`config.mk`:
```
export PLATFORM = sky130hd
export DESIGN_NAME = fxalu_mul
export DESIGN_NICKNAME = d
export VERILOG_FILES = /design/src/sv/fxalu_pkg.sv /design/src/sv/fxalu_mul.sv
export SDC_FILE = /design/constraint.sdc
export NUM_CORES = 2
export LEC_CHECK = 0
export BUFFER_PORTS_ARGS = -buffer_cell sky130_fd_sc_hd__buf_2
export CAP_MARGIN = 20
export CORE_MARGIN = 10
export CORE_UTILIZATION = 40
export CTS_BUF_LIST = sky130_fd_sc_hd__clkbuf_8
export CTS_CLUSTER_SIZE = 40
export DETAILED_ROUTE_END_ITERATION = 8
export HOLD_SLACK_MARGIN = 0.03
export PLACE_DENSITY = 0.6
export SLEW_MARGIN = 10
export SYNTH_ARGS = -nofsm -noshare
export SYNTH_HDL_FRONTEND = slang
export SYNTH_SLANG_ARGS = --single-unit
export TNS_END_PERCENT = 30
```
`constraint.sdc`:
```
create_clock -name clk -period 9.2 [get_ports clk]
set_clock_uncertainty 0.15 [all_clocks]
set_input_delay 0.46 -clock clk [delete_from_list [all_inputs] [get_ports clk]]
set_output_delay 0.46 -clock clk [all_outputs]
set_load 0.1 [all_outputs]
```
`src/sv/fxalu_pkg.sv`:
```
// Package for the Q17.14 fixed-point ALU: opcodes, defaults and the
// decoded control bundle that travels down the pipeline. No dependencies.
package fxalu_pkg;

  localparam int FracBitsDef = 14;
  localparam int DataBitsDef = 32;
  localparam int OpBits      = 4;

  typedef enum logic [OpBits-1:0] {
    OP_INT_TO_FIX = 4'd0,
    OP_TRUNC      = 4'd1,
    OP_ROUND      = 4'd2,
    OP_ADD        = 4'd3,
    OP_SUB        = 4'd4,
    OP_MUL        = 4'd5,
    OP_DIV        = 4'd6,
    OP_ADDI       = 4'd7,
    OP_SUBI       = 4'd8,
    OP_MULI       = 4'd9,
    OP_DIVI       = 4'd10
  } op_t;

  // Result source chosen at the end of the pipeline
  typedef enum logic [1:0] {
    SRC_ZERO = 2'd0,
    SRC_SIMPLE = 2'd1,
    SRC_MUL = 2'd2,
    SRC_DIV = 2'd3
  } src_t;

  // Per-transaction control that follows the data
  typedef struct packed {
    src_t src;
    logic neg;
    logic mul_shift;
    logic dz;
  } ctl_t;

endpackage

```
`src/sv/fxalu_mul.sv`:
```
// Pipelined unsigned magnitude multiplier, product split into four
// partial products over two stages. Default width from fxalu_pkg.
module fxalu_mul #(
  parameter int W = fxalu_pkg::DataBitsDef
) (
  input  logic           clk,
  input  logic           en,
  input  logic [W-1:0]   a,
  input  logic [W-1:0]   b,
  output logic [2*W-1:0] p
);
  localparam int H = (W + 1) / 2;
  localparam int L = W - H;

  logic [2*H-1:0] hh_r, hl_r, lh_r, ll_r;
  logic [2*W-1:0] p_r;

  // Stage 1: partial products
  always_ff @(posedge clk) begin
    if (en) begin
      hh_r <= (2*H)'(a[W-1:L]) * (2*H)'(b[W-1:L]);
      hl_r <= (2*H)'(a[W-1:L]) * (2*H)'(b[L-1:0]);
      lh_r <= (2*H)'(a[L-1:0]) * (2*H)'(b[W-1:L]);
      ll_r <= (2*H)'(a[L-1:0]) * (2*H)'(b[L-1:0]);
    end
  end

  // Stage 2: sum of shifted partials
  always_ff @(posedge clk) begin
    if (en) begin
      p_r <= ((2*W)'(hh_r) << (2*L)) + ((2*W)'(hl_r) << L)
           + ((2*W)'(lh_r) << L) + (2*W)'(ll_r);
    end
  end

  assign p = p_r;
endmodule

```
* Word-level counts from Yosys, hierarchy flattened
Cells that the tools add are included.
** Storage, ports and cells
- Bits in registers :: 192
- Latch bits :: 0
- Bits in writable memories :: 0
- Memory bits (read-only) :: 0
- Input port bits :: 66
- Output and inout port bits :: 64
- Word-level logic and storage cells :: 12
- Memories :: 0
** Operators by class
- Add/subtract/negate cells :: 3
- Multipliers :: 4
- Div/mod/pow operators :: 0
- Order comparisons :: 0
- Equal/unequal tests :: 0
- Shift operators :: 0
- Mux-type cells :: 0
- Bitwise logic cells :: 0
- Reduce and logical (&&, ||, !) cells :: 0
** Operators by type and width (number)
- $add A64 B48 Y64 :: 2
- $mul A16 B16 Y32 :: 4
- $add A64 B32 Y64 :: 1

* Depth between registers and ports, before layout
- Depth in word-level cells :: 3
- Depth in mapped cells :: 24
- Gate-level depth less buffers :: 23

* Least setup slack after synthesis
OpenSTA, ideal clock, no wires.
- Kind :: input-to-reg
- Start point :: input b[23]
- End point :: register hh_r[25] (data pin)
- Library setup time :: 0.258 ns
- Arrival :: 5.935 ns
- Required time :: 8.792 ns
- Setup slack :: 2.858 ns
- Cell stages on the path :: 23
- Buffers on the path :: 1
- Cell sequence :: clkbuf_1 -> nand2_1 -> fa_1 -> inv_1 -> fa_1 -> inv_1 -> fa_1 -> inv_1 -> fa_1 -> fa_1 -> inv_1 -> fa_1 -> inv_1 -> ha_1 -> and3_1 -> a31o_2 -> nor4_4 -> a21oi_1 -> o21ai_0 -> nand2b_1 -> a221o_1 -> a21oi_1 -> xnor2_1
** On the way
- Cells in the longest elaborated chain, start to end :: 1
** Ends and longest elaborated chain
- start, declared :: RTL line fxalu_mul.sv:9 : input logic [W-1:0] b,
- $mul A16 B16 Y32 :: RTL line fxalu_mul.sv:21 : hh_r <= (2*H)'(a[W-1:L]) * (2*H)'(b[W-1:L]);
- end signal, assigned :: RTL line fxalu_mul.sv:21
- end, declared :: RTL line fxalu_mul.sv:15 : logic [2*H-1:0] hh_r, hl_r, lh_r, ll_r;
Every way passes these cells.
A chain may end at the register's enable or synchronous reset.

* Worst setup path after layout
- Start point :: input a[24]
- End point :: register hh_r[24] (data pin)
** On the way
- Cells in the longest elaborated chain, start to end :: 1
** Ends and longest elaborated chain
- start, declared :: RTL line fxalu_mul.sv:8 : input logic [W-1:0] a,
- $mul A16 B16 Y32 :: RTL line fxalu_mul.sv:21
Every way passes these cells.

==> metrics.csv <==
stage;metric;value;unit
yosys;synth-edff-count;192;
floorplan;die_x;345;µm
floorplan;dieArea;119000;µm²
clocking;clock_latency;0.62;ns
critical_path;arrival;6.95;ns
yosys;syn_area_per_cell;9.55;µm²
worst_hold_path;min_from;a[16];
floorplan;io_pins;130;
detailed_routing;wl;108000;µm
sta;hold_viol;0;
grt;antenna_found_initial;14;
critical_path;critPathMaxStageDelay;0.64;ns
finish;drive_gt1_share;5.02;%
critical_path;critPathRequiredTime;9.43;ns
detailed_routing;ant_nets;0;
place;port_buffers;129;
detailed_routing;vias;29446;
yosys;yosysWarningCount;0;
critical_path;worstSetupPathType;input pin to register;
critical_path;crit_slowest_cell;buf_2;
critical_path;worstPathCellList;buf_2 > nand2_1 > fa_1 > fa_1 > fa_1 > fa_1 > inv_1 > fa_1 > inv_1 > fa_1 > inv_1 > ha_1 > and3_2 > nand3_1 > o21ai_0 > and2_1 > nand4_1 > a311oi_1 > a221oi_1 > xnor2_1;
floorplan;core-area;105000;µm²
grt;grt_usage;18.6;%
finish;finalNetCount;5710;
yosys;synth_area;42200;µm²
clocking;ctsResizeCount;0;
sta;relSlewSlack;22.2;%
clocking;htreeDepth;4;
yosys;synthesis.nets;5743;
place;place_hpwl;84600;µm
yosys;syn_inst;4420;
floorplan;num_rows;119;
clocking;cts_made_buffers;17;
clocking;postCtsSetupBuffers;0;
critical_path;ff2ff_path_depth;11;
finish;area_delta_synth_final;5.26;%
grt;grt_max_degree;88;
place;routabilityCongestion;0.852;
grt;grt_pass1_wl;173000;µm
worst_hold_path;hold_path.class;input pin to register;
grt;grt_pass1_vias;31224;
detailed_routing;vias_per_cell;5.08;
detailed_routing;drtIter0Drc;1683;
yosys;seq_area_frac_synth;13.7;%
critical_path;reg2reg_to;p[54];
grt;grt_overflow;0;
critical_path;reg2reg_from;hl_r[2];
clocking;cts_sinks;192;
sta;finalCritPeriodShare;73.0;%
outcome;status;finished clean;
floorplan;start_util;40.2;%
detailed_routing;wl_per_cell;18.6;µm
sta;rsz0062_at_grt;no;
critical_path;end_kind;register;
sta;max_freq;0.149;GHz
sta;tns;0;ns
run;max_cap_viol_count;0;
sta;drv_slew;0;
sta;period_minus_slack;6.72;ns
critical_path;cp_max_fo;32;
critical_path;path_buf_inv;4;
worst_hold_path;hold_depth;2;
floorplan;chipHeight;345;µm
sta;max_slew.worst_pin.slew;1.16;ns
yosys;async_flop_share;0;%
clocking;cts-root-buf;clkbuf_8;
detailed_routing;drc;0;
critical_path;startpoint_type;input pin;
clocking;clk_path_buf_depth;2;
critical_path;crit_top_cell;fa_1;
sta;setup_violations;0;
yosys;yosysUniqueCellTypes;77;
clocking;clk_pin_slew_worst_paths;0.13;ns
critical_path;path_delay_family;adder cells;
critical_path;rrSetupSlack;4.62;ns
yosys;synthFlopType;edfxtp_1;
detailed_routing;drt_pass1_iterations;5;
worst_hold_path;hold_end;hl_r[0];
yosys;ys_seq_elements;192;
clocking;cts_hold_buf;0;
clocking;cts_tree;done;
synth_stat cells (3+ instances only):
cell type  instances  area [µm²]
inv_1            937        3520
fa_1             809       16200
nand2_1          615        2310
and2_1           482        3020
ha_1             448        5610
clkbuf_1         199         747
edfxtp_1         192        5770
xnor2_1          114         998
a21oi_1          113         566
nor2_1            76         285
o21ai_0           59         295
a21o_1            57         428
xor2_1            34         298
nand3_1           31         155
nor3_1            30         150
a211oi_1          20         150
and3_1            18         113
nand2b_1          18         113
o21a_1            18         135
o211ai_1          13        97.6
o21bai_1          13        97.6
nand4_1           11        68.8
a31oi_1            6        37.5
a211o_1            5        43.8
a31o_2             5        43.8
nor2b_1            5        31.3
or2_2              5        31.3
or3_1              5        31.3
a221oi_1           4        35.0
a2111o_1           3        33.8
a311oi_1           3        26.3
a41oi_2            3        48.8
and4_1             3        26.3
nand3b_1           3        22.5
nor4_1             3        18.8
o2111ai_1          3        26.3
o21ai_2            3        26.3
layer usage:
metal	vias to the layer above	share of wire [%]	track usage, %
met5	-	0.071	0
met4	12	2.2	4.79
met3	124	5.1	2.72
met2	731	50	31.9
met1	15167	43	24.5
li1	13412	-	-
logic make-up (layout without fill, tap and decap cells):
logic type      after synthesis  after routing  share of synthesized area [%]
mux                           2              2                         0.0474
other cells                   0              5                              0
xor+xnor                    148            148                           3.07
compound gates              368            368                           6.07
fa+ha+maj                  1257           1257                           51.7
buf+inv                    1137           1117                           10.1
simple gates               1316           1316                           15.4
flops                       192            192                           13.7
cell usage in the layout, fill, tap and decap left out, drive strengths merged, types with 22 or more instances in the layout:
cell and instances:
edfxtp 192, a211oi 22, a21oi 116, nor3 30, inv 949, nand3 31
ha 448, xor2 34, xnor2 114, a21o 58, and2 482, nand2 615
nor2 77, fa 809, buf 147, o21ai 63
worst max-delay path by stage:
stage,start,end,cells after the start,slack (ns)
floorplan,b[23],hh_r[25],23,2.86
global placement,b[17],hh_r[24],20,1.92
detailed placement,a[24],hh_r[24],20,1.85
CTS,a[24],hh_r[24],20,2.55
global route,b[17],hh_r[24],20,2.22
finish,a[24],hh_r[24],20,2.48
flip-flops by register name, indices dropped and copies added, names as in the netlist:
name,cells
hl_r,32
ll_r,32
p,64
hh_r,32
lh_r,32
metrics by stage:
step	hold WS, ns	setup WS, ns	utilization (%)	cell area [µm²]	instances
after global placement	0.252	1.92	41.9	44000	5759
after CTS	0.0968	2.55	42.3	44400	5791
after floorplan	0.250	2.86	-	42200	4420
after global routing	0.165	2.22	42.3	44400	5793
final	0.161	2.48	42.3	44400	5796
after detailed placement	0.255	1.85	41.9	44000	5759
area by class of cell:
class                   count  area, µm²
diodes                      5       12.5
clock buffers              17        234
clock inverters            15        186
fillers                 10281      60600
inverters                 937       3520
multi-input cells        3091      32200
flip-flops and latches    192       5770
well taps                1391       1740
repair buffers            148        797
Power is left out: the tool's default activity adds up to more than one toggle a clock period on the data nets, which glitch-free logic cannot reach.
